## config.mk

```make
export PLATFORM = sky130hd
export DESIGN_NAME = http_request_head_parser_core
export DESIGN_NICKNAME = d
export VERILOG_FILES = /design/src/hrhp_pkg.sv /design/src/http_request_head_parser_core.sv /design/src/hrhp_step.sv
export SDC_FILE = /design/constraint.sdc
export NUM_CORES = 1
export LEC_CHECK = 0
export BUFFER_PORTS_ARGS = -buffer_cell sky130_fd_sc_hd__buf_2
export CORE_MARGIN = 2
export CORE_UTILIZATION = 55
export DETAILED_ROUTE_END_ITERATION = 16
export PLACE_DENSITY = 0.79
export SLEW_MARGIN = 20
export SYNTH_ARGS = -nofsm -noshare
export SYNTH_HDL_FRONTEND = slang
export SYNTH_SLANG_ARGS = --single-unit
```

## constraint.sdc

```tcl
create_clock -name clk -period 7.75 [get_ports clk]
set_clock_uncertainty 0.05 [all_clocks]
set_input_delay 1.55 -clock clk [delete_from_list [all_inputs] [get_ports clk]]
set_output_delay 1.55 -clock clk [all_outputs]
set_load 0.02 [all_outputs]
```

## src/hrhp_pkg.sv

```systemverilog
// Shared types, codes and character helpers for the HTTP request head parser.
// Used by the step logic and the top level; no dependencies.
`timescale 1ns / 1ps

package hrhp_pkg;

  // Default header line limit
  localparam int MAX_HEADERS_DEF = 32;

  // Field codes
  localparam logic [3:0] FC_DELIM   = 4'd0;
  localparam logic [3:0] FC_METHOD  = 4'd1;
  localparam logic [3:0] FC_SCHEME  = 4'd2;
  localparam logic [3:0] FC_HOST    = 4'd3;
  localparam logic [3:0] FC_PORT    = 4'd4;
  localparam logic [3:0] FC_PATH    = 4'd5;
  localparam logic [3:0] FC_QUERY   = 4'd6;
  localparam logic [3:0] FC_VERSION = 4'd7;
  localparam logic [3:0] FC_HNAME   = 4'd8;
  localparam logic [3:0] FC_HVALUE  = 4'd9;

  // Grammar characters
  localparam logic [7:0] CH_NUL   = 8'h00;
  localparam logic [7:0] CH_LF    = 8'h0A;
  localparam logic [7:0] CH_CR    = 8'h0D;
  localparam logic [7:0] CH_SP    = 8'h20;
  localparam logic [7:0] CH_DASH  = 8'h2D;
  localparam logic [7:0] CH_DOT   = 8'h2E;
  localparam logic [7:0] CH_SLASH = 8'h2F;
  localparam logic [7:0] CH_COLON = 8'h3A;
  localparam logic [7:0] CH_QUEST = 8'h3F;
  localparam logic [7:0] CH_UNDER = 8'h5F;
  localparam logic [7:0] CH_H     = 8'h48;
  localparam logic [7:0] CH_T     = 8'h54;
  localparam logic [7:0] CH_P     = 8'h50;

  typedef enum logic [4:0] {
    PH_METHOD0, PH_METHOD, PH_URL, PH_SCHEME, PH_SL1, PH_SL2, PH_HOST0,
    PH_HOST, PH_PORT, PH_PATH, PH_QUERY, PH_SPVER, PH_VT1, PH_VT2, PH_VP,
    PH_VSL, PH_VD1, PH_VDOT, PH_VD2, PH_VAFTER, PH_VEND, PH_LF1, PH_LINE,
    PH_NAME, PH_HSP, PH_VALUE, PH_LF2, PH_LASTLF, PH_STOP
  } phase_t;

  typedef enum logic [1:0] {
    ST_PARSING = 2'd0,
    ST_DONE    = 2'd1,
    ST_ERROR   = 2'd2
  } status_t;

  // Parse control state carried from byte to byte
  typedef struct packed {
    phase_t     phase;
    logic       ver_given;
    status_t    status;
    logic [3:0] last_code;
  } ctrl_state_t;

  localparam ctrl_state_t CTRL_RESET = '{
    phase: PH_METHOD0, ver_given: 1'b0, status: ST_PARSING, last_code: FC_DELIM
  };

  // One result item
  typedef struct packed {
    logic [5:0] headers_seen;
    logic       version_defaulted;
    logic       head_error;
    logic       head_done;
    logic [4:0] header_number;
    logic       field_first;
    logic [3:0] field_code;
  } result_t;

  function automatic logic is_upper(input logic [7:0] c);
    return (c >= 8'h41) && (c <= 8'h5A);
  endfunction

  function automatic logic is_alpha(input logic [7:0] c);
    return is_upper(c) || ((c >= 8'h61) && (c <= 8'h7A));
  endfunction

  function automatic logic is_digit(input logic [7:0] c);
    return (c >= 8'h30) && (c <= 8'h39);
  endfunction

endpackage

```

## src/http_request_head_parser_core.sv

```systemverilog
// A request byte accepted at a clock edge has its result registered at that edge and shown on m_tdata.
// Throughput: one byte per cycle while the output is not stalled; the output register lets a new byte enter while the
// previous result is taken in the same cycle.
// Reset (synchronous, rst high) returns the parse to the first method byte, clears the
// header count, version flag and status, and empties the output register.
// Depends on hrhp_pkg and hrhp_step.
`timescale 1ns / 1ps

module http_request_head_parser_core #(
  parameter int MAX_HEADERS = hrhp_pkg::MAX_HEADERS_DEF
) (
  input  logic        clk,
  input  logic        rst,
  input  logic        s_tvalid,
  output logic        s_tready,
  input  logic [7:0]  s_tdata,   // [7:0] data_byte
  input  logic [0:0]  s_tuser,   // [0] start_flag
  output logic        m_tvalid,
  input  logic        m_tready,
  // [3:0] field_code, [4] field_first, [9:5] header_number, [10] head_done,
  // [11] head_error, [12] version_defaulted, [18:13] headers_seen, [23:19] zero
  output logic [23:0] m_tdata
);
  import hrhp_pkg::*;

  localparam int CNT_W = $clog2(MAX_HEADERS + 1);

  ctrl_state_t      ctrl;
  ctrl_state_t      ctrl_next;
  logic [CNT_W-1:0] hdr_total;
  logic [CNT_W-1:0] hdr_total_next;
  result_t          res_next;
  result_t          res;
  logic             accept;

  // Take a request whenever the output register is empty or draining
  assign s_tready = !m_tvalid || m_tready;
  assign accept = s_tvalid && s_tready;

  hrhp_step #(
    .MAX_HEADERS(MAX_HEADERS),
    .CNT_W      (CNT_W)
  ) u_step (
    .start_flag(s_tuser[0]),
    .data_byte (s_tdata),
    .cur       (ctrl),
    .hdr_cur   (hdr_total),
    .nxt       (ctrl_next),
    .hdr_nxt   (hdr_total_next),
    .res       (res_next)
  );

  // Advance parse state on each accepted request
  always_ff @(posedge clk) begin
    if (rst) begin
      ctrl <= CTRL_RESET;
      hdr_total <= '0;
    end else if (accept) begin
      ctrl <= ctrl_next;
      hdr_total <= hdr_total_next;
    end
  end

  // Hold the result until the downstream side takes it
  always_ff @(posedge clk) begin
    if (rst) begin
      m_tvalid <= 1'b0;
    end else if (accept) begin
      m_tvalid <= 1'b1;
    end else if (m_tready) begin
      m_tvalid <= 1'b0;
    end
  end

  always_ff @(posedge clk) begin
    if (accept) begin
      res <= res_next;
    end
  end

  assign m_tdata = {5'd0, res};

endmodule

```

## src/hrhp_step.sv

```systemverilog
// Next-state and result logic for one request byte of the head parser.
// Depends on hrhp_pkg.
`timescale 1ns / 1ps

module hrhp_step #(
  parameter int MAX_HEADERS = hrhp_pkg::MAX_HEADERS_DEF,
  parameter int CNT_W       = $clog2(MAX_HEADERS + 1)
) (
  input  logic                  start_flag,
  input  logic [7:0]            data_byte,
  input  hrhp_pkg::ctrl_state_t cur,
  input  logic [CNT_W-1:0]      hdr_cur,
  output hrhp_pkg::ctrl_state_t nxt,
  output logic [CNT_W-1:0]      hdr_nxt,
  output hrhp_pkg::result_t     res
);
  import hrhp_pkg::*;

  localparam int EXT_W = (CNT_W > 6) ? CNT_W : 6;

  ctrl_state_t      base;
  logic [CNT_W-1:0] hbase;
  logic [EXT_W-1:0] hn_ext;
  logic [EXT_W-1:0] hs_ext;
  logic [3:0]       code;
  logic             first;
  phase_t           ph;
  logic             ok;
  logic             ver_set;
  logic             hinc;
  logic             done_set;
  logic [7:0]       c;

  assign c = data_byte;

  // Decode one byte against the current phase
  always_comb begin
    base = start_flag ? CTRL_RESET : cur;
    hbase = start_flag ? '0 : hdr_cur;
    nxt = base;
    hdr_nxt = hbase;
    code = FC_DELIM;
    first = 1'b0;
    ph = base.phase;
    ok = 1'b0;
    ver_set = 1'b0;
    hinc = 1'b0;
    done_set = 1'b0;
    if (base.status == ST_PARSING) begin
      case (base.phase)
        PH_METHOD0: begin
          if (is_upper(c) || c == CH_UNDER) begin code = FC_METHOD; ph = PH_METHOD; ok = 1'b1; end
        end
        PH_METHOD: begin
          if (is_upper(c) || c == CH_UNDER) begin code = FC_METHOD; ph = PH_METHOD; ok = 1'b1; end
          else if (c == CH_SP) begin ph = PH_URL; ok = 1'b1; end
        end
        PH_URL: begin
          if (is_alpha(c)) begin code = FC_SCHEME; ph = PH_SCHEME; ok = 1'b1; end
          else if (c == CH_SLASH) begin code = FC_PATH; ph = PH_PATH; ok = 1'b1; end
          else if (c == CH_CR) begin ph = PH_LF1; ok = 1'b1; end
          else if (c == CH_LF) begin ph = PH_LINE; ok = 1'b1; end
        end
        PH_SCHEME: begin
          if (is_alpha(c)) begin code = FC_SCHEME; ph = PH_SCHEME; ok = 1'b1; end
          else if (c == CH_COLON) begin ph = PH_SL1; ok = 1'b1; end
        end
        PH_SL1: begin
          if (c == CH_SLASH) begin ph = PH_SL2; ok = 1'b1; end
        end
        PH_SL2: begin
          if (c == CH_SLASH) begin ph = PH_HOST0; ok = 1'b1; end
        end
        PH_HOST0: begin
          if (is_alpha(c) || is_digit(c)) begin code = FC_HOST; ph = PH_HOST; ok = 1'b1; end
        end
        PH_HOST: begin
          if (is_alpha(c) || is_digit(c) || c == CH_DOT || c == CH_DASH) begin
            code = FC_HOST; ph = PH_HOST; ok = 1'b1;
          end else if (c == CH_COLON) begin ph = PH_PORT; ok = 1'b1; end
          else if (c == CH_SLASH) begin code = FC_PATH; ph = PH_PATH; ok = 1'b1; end
          else if (c == CH_SP) begin ph = PH_SPVER; ok = 1'b1; end
          else if (c == CH_CR) begin ph = PH_LF1; ok = 1'b1; end
          else if (c == CH_LF) begin ph = PH_LINE; ok = 1'b1; end
        end
        PH_PORT: begin
          if (is_digit(c)) begin code = FC_PORT; ph = PH_PORT; ok = 1'b1; end
          else if (c == CH_SP) begin ph = PH_SPVER; ok = 1'b1; end
          else if (c == CH_SLASH) begin code = FC_PATH; ph = PH_PATH; ok = 1'b1; end
        end
        PH_PATH, PH_QUERY: begin
          if (c == CH_NUL) ok = 1'b0;
          else if (c == CH_CR) begin ph = PH_LF1; ok = 1'b1; end
          else if (c == CH_LF) begin ph = PH_LINE; ok = 1'b1; end
          else if (c == CH_SP) begin ph = PH_SPVER; ok = 1'b1; end
          else if (c == CH_QUEST && base.phase == PH_PATH) begin ph = PH_QUERY; ok = 1'b1; end
          else begin
            code = (base.phase == PH_PATH) ? FC_PATH : FC_QUERY;
            ph = base.phase;
            ok = 1'b1;
          end
        end
        PH_SPVER: begin
          if (c == CH_H) begin code = FC_VERSION; ph = PH_VT1; ok = 1'b1; end
          else if (c == CH_CR) begin ph = PH_LF1; ok = 1'b1; end
          else if (c == CH_LF) begin ph = PH_LINE; ok = 1'b1; end
        end
        PH_VT1: begin
          if (c == CH_T) begin code = FC_VERSION; ph = PH_VT2; ok = 1'b1; end
        end
        PH_VT2: begin
          if (c == CH_T) begin code = FC_VERSION; ph = PH_VP; ok = 1'b1; end
        end
        PH_VP: begin
          if (c == CH_P) begin code = FC_VERSION; ph = PH_VSL; ok = 1'b1; end
        end
        PH_VSL: begin
          if (c == CH_SLASH) begin code = FC_VERSION; ph = PH_VD1; ok = 1'b1; end
        end
        PH_VD1: begin
          if (is_digit(c)) begin code = FC_VERSION; ph = PH_VDOT; ok = 1'b1; end
        end
        PH_VDOT: begin
          if (c == CH_DOT) begin code = FC_VERSION; ph = PH_VD2; ok = 1'b1; end
        end
        PH_VD2: begin
          if (is_digit(c)) begin
            code = FC_VERSION; ph = PH_VAFTER; ok = 1'b1; ver_set = 1'b1;
          end
        end
        PH_VAFTER: begin
          if (c == CH_SP) begin ph = PH_VEND; ok = 1'b1; end
          else if (c == CH_CR) begin ph = PH_LF1; ok = 1'b1; end
          else if (c == CH_LF) begin ph = PH_LINE; ok = 1'b1; end
        end
        PH_VEND: begin
          if (c == CH_CR) begin ph = PH_LF1; ok = 1'b1; end
          else if (c == CH_LF) begin ph = PH_LINE; ok = 1'b1; end
        end
        PH_LF1, PH_LF2: begin
          if (c == CH_LF) begin ph = PH_LINE; ok = 1'b1; end
        end
        PH_LINE: begin
          if (c == CH_CR) begin ph = PH_LASTLF; ok = 1'b1; end
          else if (c == CH_LF) begin ph = PH_STOP; ok = 1'b1; done_set = 1'b1; end
          else if (c == CH_NUL || hbase >= CNT_W'(MAX_HEADERS)) ok = 1'b0;
          else if (c == CH_COLON) begin ph = PH_HSP; ok = 1'b1; end
          else begin code = FC_HNAME; ph = PH_NAME; ok = 1'b1; end
        end
        PH_NAME: begin
          if (c == CH_COLON) begin ph = PH_HSP; ok = 1'b1; end
          else if (c != CH_NUL) begin code = FC_HNAME; ph = PH_NAME; ok = 1'b1; end
        end
        PH_HSP: begin
          if (c == CH_SP) begin ph = PH_VALUE; ok = 1'b1; end
        end
        PH_VALUE: begin
          if (c == CH_CR) begin ph = PH_LF2; ok = 1'b1; hinc = 1'b1; end
          else if (c == CH_LF) begin ph = PH_LINE; ok = 1'b1; hinc = 1'b1; end
          else if (c != CH_NUL) begin code = FC_HVALUE; ph = PH_VALUE; ok = 1'b1; end
        end
        PH_LASTLF: begin
          if (c == CH_LF) begin ph = PH_STOP; ok = 1'b1; done_set = 1'b1; end
        end
        default: begin
          ok = 1'b0;
        end
      endcase

      // Commit the phase, or stop on the first grammar break
      if (!ok) begin
        nxt.status = ST_ERROR;
        nxt.phase = PH_STOP;
        code = FC_DELIM;
      end else begin
        nxt.phase = ph;
        if (ver_set) nxt.ver_given = 1'b1;
        if (hinc) hdr_nxt = CNT_W'(hbase + 1'b1);
        if (done_set) nxt.status = ST_DONE;
      end
      first = (code != FC_DELIM) && (code != base.last_code);
      nxt.last_code = code;
    end
  end

  // Pack the result item
  assign hn_ext = EXT_W'(hbase);
  assign hs_ext = EXT_W'(hdr_nxt);

  always_comb begin
    res.field_code = code;
    res.field_first = first;
    res.header_number = hn_ext[4:0];
    res.head_done = (nxt.status == ST_DONE);
    res.head_error = (nxt.status == ST_ERROR);
    res.version_defaulted = (nxt.status == ST_DONE) && !nxt.ver_given;
    res.headers_seen = hs_ext[5:0];
  end

endmodule

```

Word level (Yosys, flattened, before mapping)
Cells that the tools add are included.
Widths: inputs -> output; s select.
Cells by class
  eq/ne operators: 42
  reductions and logical operators: 29
  $lt $le $gt $ge: 7
  muxes and demuxes: 130
  add/subtract/negate cells: 1
Operator list (number)
  $mux 5: 44
  $pmux 5 s26: 1
  $mux 4: 22
  $pmux 4 s16: 1
  $eq 5x5->1 const B: 12
  $eq 8x6->1 const B: 6
  $mux 1: 42
  $eq 5x4->1 const B: 8
  $eq 8x7->1 const B: 4
  $mux 12: 2
  $mux 6: 4
  $mux 3: 7
  $pmux 1 s21: 1
  $eq 5x3->1 const B: 4
  $eq 8x4->1 const B: 2
  $ge 8x7->1 const B: 2
  $le 8x7->1 const B: 2
  $eq 5x2->1 const B: 2
  $mux 2: 5
  $reduce_or 2->1: 5
  $ge 8x6->1 const B: 1
  $le 8x6->1 const B: 1
  $logic_not 8->1: 1
  $reduce_bool 8->1: 1
  15 further kinds: 29
Storage, ports and cells
  output and inout port bits: 26
  logic and storage cells: 222
  bits of input ports: 13
  bits in registers: 38

Depth between registers and ports, before layout
  depth in word-level cells: 14
  depth in mapped cells: 11
  depth with buffers taken out: 8

Modules after synthesis
A second synthesis with hierarchy kept.
Unflattened totals
  cells, all modules: 477
  area, all modules: 3866.2 um^2
Modules (own cells, without submodules)
  hrhp_step: area an instance 2283.4 um^2, cells an instance 365, instances 1
  http_request_head_parser_core: area an instance 1582.8 um^2, cells an instance 112, instances 1

Least setup slack after synthesis
OpenSTA, ideal clock, no wires.
  kind: input to register
  start point: in s_tdata[6]
  end point: reg res, in the netlist m_tdata[4] (data pin)
  arrival: 3.814 ns
  stages: 9
  path slack: 3.627 ns
  buffers on the path: 1
  data required time: 7.441 ns
  path through: buf_2 -> or4b_4 -> nor2_2 -> o21ai_0 -> o21a_1 -> a2111o_1 -> nor3_2 -> mux2_1 -> o31a_1
On the way
  word-level cells in the longest chain between the ends: 13
  elaborated cells between the ends (all ways): 97
  classes of those cells: 6 x order compare; 13 x eq/ne; 64 x mux; 14 x reduce/logical
RTL lines
  start: declaration: line http_request_head_parser_core.sv:16  | input logic [7:0] s_tdata,
  $ge 8x7->1 (tied with other cells): line hrhp_pkg.sv:74  | return (c >= 8'h41) && (c <= 8'h5A);
  $logic_and 1x1->1 (tied with other cells): line hrhp_pkg.sv:74
  $logic_or 1x1->1 or $mux 1 (tied branches): line hrhp_pkg.sv:78, hrhp_step.sv:61
  $logic_or 1x1->1 or $mux 1 (tied branches): line hrhp_step.sv:75, hrhp_step.sv:78, hrhp_step.sv:82
  $logic_or 1x1->1 or $mux 1 (tied branches): line hrhp_step.sv:78, hrhp_step.sv:81
  $logic_or 1x1->1 or $mux 1 (tied branches): line hrhp_step.sv:78, hrhp_step.sv:80
  $mux 1: line hrhp_step.sv:78  | if (is_alpha(c) || is_digit(c) || c == CH_DOT || c == CH_DASH) begin
  $pmux 1 s21: line hrhp_step.sv:50  | case (base.phase)
  $mux 1: line hrhp_step.sv:49  | if (base.status == ST_PARSING) begin
  $mux 4 (*): line hrhp_step.sv:171  | if (!ok) begin
  $mux 4 (*): line hrhp_step.sv:49
  $ne 4x4->1 or $reduce_bool 4->1 (tied branches): line hrhp_step.sv:181  | first = (code != FC_DELIM) && (code != base.last_code);
  $logic_and 1x1->1 (*): line hrhp_step.sv:181
  end signal: assignment: line http_request_head_parser_core.sv:77  | res <= res_next;
  end: declaration: line http_request_head_parser_core.sv:33  | result_t res;
Mark *: on every way between the ends. The rest lies on a longest branch, timed or not. The select of a mux whose other input is x is not followed.
A chain may end at the register's enable or synchronous reset.

Worst setup path in the final report
  start point: in s_tuser
  end point: reg res, in the netlist m_tdata[4] (data pin)
On the way
  word-level cells in the longest chain between the ends: 13
  elaborated cells between the ends (all ways): 60
  classes of those cells: 1 x order compare; 28 x eq/ne; 19 x mux; 12 x reduce/logical
RTL lines
  start: declaration: line http_request_head_parser_core.sv:17  | input logic [0:0] s_tuser,
  branches (longest 13 deep; another with $ge 6x6->1)
Parallel ways; which one is timed is not known. The select of a mux whose other input is x is not followed.

==> impl_metrics.yaml <==
outcome:
  outcome: "complete, no violations"
worst_setup_path:
  worstPathRequired_ns: 7.74
  cpMaxStageDelayCell: "buf_2"
  end_kind: "register"
  r2r_start: "ctrl[11]"
  cp.arrival_ns: 4.41
  worstPathBufferInverterCount: 1
  critPathLaunch: "s_tuser"
  path_cells: "buf_2, nor2b_1, nand3_1, o21ai_0, or3_1, a2111o_1, nor3_2, mux2_1, o31a_1"
  cp-start-kind: "input pin"
  crit_fanout: 34
  cp_top_family: "simple AND/OR/NAND/NOR gates"
  worstSetupPathType: "in -> reg"
  critPathMaxStageDelay_ns: 0.51
final_layout:
  diodes: 0
  utilization_pct: 60.6
  n_fill_cell: 574
  fin_nets: 502
  final_cells: 566
  drive_gt1_share_pct: 13.3
  area_growth_pct: 6.92
placement:
  port_buffers: 33
  gp_congestion: 1.11
  dp_hpwl_mm: 9.06
  post-place-ws_ns: 3.14
  placed_cells: 558
sta:
  worst_pin_slew_ns: 0.949
  setup_tns_ns: 0
  hold_viol_final: 0
  layout_setup_ws_ns: 3.32
  grt_setup_unrepaired: "false"
  final-max-slew-violation-count: 0
  setup_viol: 0
  finalCriticalPeriod_ns: 4.43
  fin_crit_sh_pct: 57.1
  relSlewSlack_pct: 36.7
  max_freq_mhz: 226
global_routing:
  grt_max_degree: 35
  grt.overflow.total: 0
  grt_pass1_vias: 3530
  gr-usage-all-layers_pct: 33.9
  antenna_found_initial: 0
  grt_pass1_wl_mm: 19.1
clocking:
  post-cts-setup-buffer-count: 0
  ctsResizeCount: 0
  cts_buffers: 5
  numClockSinks: 38
  root_buffer: "clkbuf_8"
  cts_hold_buf: 0
  path_clk_slew_ns: 0.07
  tritoncts: "yes"
  htreeDepth: 2
  clockBufferDepth: 2
  clk_latency_ns: 0.29
power:
  pwr-share-seq_pct: 42.4
  p_total_w: 0.000546
  p_sw_w: 0.000162
  p_sw_share_pct: 29.7
  p_int_w: 0.000384
  p_clk_share_pct: 37.4
  vdd_ir_drop_max_v: 0.000208
  p_per_area_nw_per_um2: 142
  leakage_nw: 1.34
  p_comb_share_pct: 20.2
synth:
  synth_warnings: 0
  syn_area_sq_um: 3600
  yosysUniqueCellTypes: 75
  synthFlopType: "edfxtp_1"
  synth_cells: 480
  synth_seq_cells: 38
  syn_avg_cell_area_sq_um: 7.50
  yosysSeqAreaShare_pct: 26.4
  async_flop_share_pct: 0
  synth_edf_count: 19
routing:
  firstDrtPassIters: 6
  drtAntennaViolNets: 0
  routed_wl_mm: 12.5
  vias_per_cell: 7.10
  wl_per_cell_um: 22.0
  drt_iter0_drc: 617
  via_count: 4021
  drc: 0
die:
  die_area_sq_um: 7210
  core_sq_um: 6350
  fp.dieH_um: 84.9
  die-width_um: 84.9
  rows: 29
  pin_count: 39
  initial_core_util_pct: 56.7
hold_path:
  hold_start: "ctrl[3]"
  hp-class: "reg -> reg"
flow_run:
  drv_cap: 0
## routing by layer
metal	up-vias	part of all wire, %	track usage, %
li1	1807	-	-
met1	1845	39	45.6
met2	304	42	49.3
met3	65	13	11.3
met4	0	5.1	15.3
met5	-	0	0
## flip-flops by register name (all words and copies together), names as in the netlist
signal,flops
m_tdata,19
ctrl,12
hdr_total,6
m_tvalid,1
## cells by family (layout without fill, tap and decap cells)
family | Yosys count | after routing | share of synthesized area (%)
DFF | 38 | 38 | 26.4
other | 1 | 5 | 0.104
muxes | 7 | 7 | 2.09
xor gates and xnor gates | 9 | 9 | 2.19
AOI/OAI and AO/OA | 133 | 133 | 24.4
adders and majority gates | 1 | 1 | 0.348
buffers and inverters | 45 | 50 | 5.95
and+or+nand+nor | 246 | 246 | 38.5
## placed cells by master (no fill, tap or decap), types with 3 or more instances in the layout
cell type and n:
nand2_1 44, buf_2 33, a311oi_1 3, o21a_1 3, a2111oi_0 5, inv_1 5
clkbuf_8 5, mux2i_1 3, xnor2_1 6, o211ai_1 6, xor2_1 3, nor3b_1 4
o2bb2ai_1 4, nor4_1 10, mux2_2 3, buf_4 4, and3b_1 4, o21ai_0 28
conb_1 5, nand3_1 14, nor2b_1 18, a31oi_1 11, nand4_1 7, o2111ai_1 3
a221oi_1 3, and2_1 6, or3_1 7, nand2b_1 13, and3_1 7, a32oi_1 4
nor3_1 19, nor2_1 64, o22ai_1 3, edfxtp_1 19, dfxtp_1 19, o31ai_1 6
a21oi_1 33
## worst paths after layout
path / to / slack (ns) / cells after the start
min reg2reg: ctrl[3] / 0.42 / 1
max reg2reg: m_tdata[4] / 3.99 / 8
max: m_tdata[4] / 3.32 / 9
min: ctrl[3] / 0.42 / 1
## power groups by stage
stage	logic (W)	registers [W]	clock network [W]
finish	0.000111	0.000232	0.000204
global route	0.000117	0.000232	0.000212
CTS	0.000107	0.000231	0.000204
detailed placement	0.000106	0.000235	0
global placement	0.000106	0.000235	0
floorplan	0.0000766	0.000237	0
## cells in the mapped netlist, drive strengths merged (5+ instances only)
cell type  instances  area [sq um]
and2               7          46.3
a2111oi            6          53.8
nor4              13           118
o211ai             6          45.0
nor2              65           246
o21ai             30           150
and3               7          43.8
nor2b             18           113
dfxtp             19           380
nor3b              5          42.5
nand2b            13          81.3
nand3             14          70.1
nand2             44           165
clkbuf            16          60.1
edfxtp            19           571
buf               24           135
xnor2              6          52.6
a31oi             11          68.8
nor3              21           115
or3                7          43.8
nand4              7          43.8
a21oi             33           165
inv                5          18.8
o31ai              6          45.0
## area by class of cell
class                   instances  area, sq um  share of cell area (%)
repair buffers                 37          195                    5.07
clock buffers                   5         68.8                    1.79
multi-input cells             401         2450                    63.6
inverters                       5         18.8                   0.488
flip-flops and latches         38          951                    24.7
well taps                      77         96.3                    2.50
clock inverters                 3         68.8                    1.79
## stage by stage
stage                     instance area [sq um]  hold WS (ns)
final                                      3850         0.422
after global placement                     3710         0.403
after detailed placement                   3710         0.407
after floorplan                            3610         0.382
after global routing                       3850         0.449
after CTS                                  3850         0.425
No activity file was read; power rests on OpenSTA's default activity.
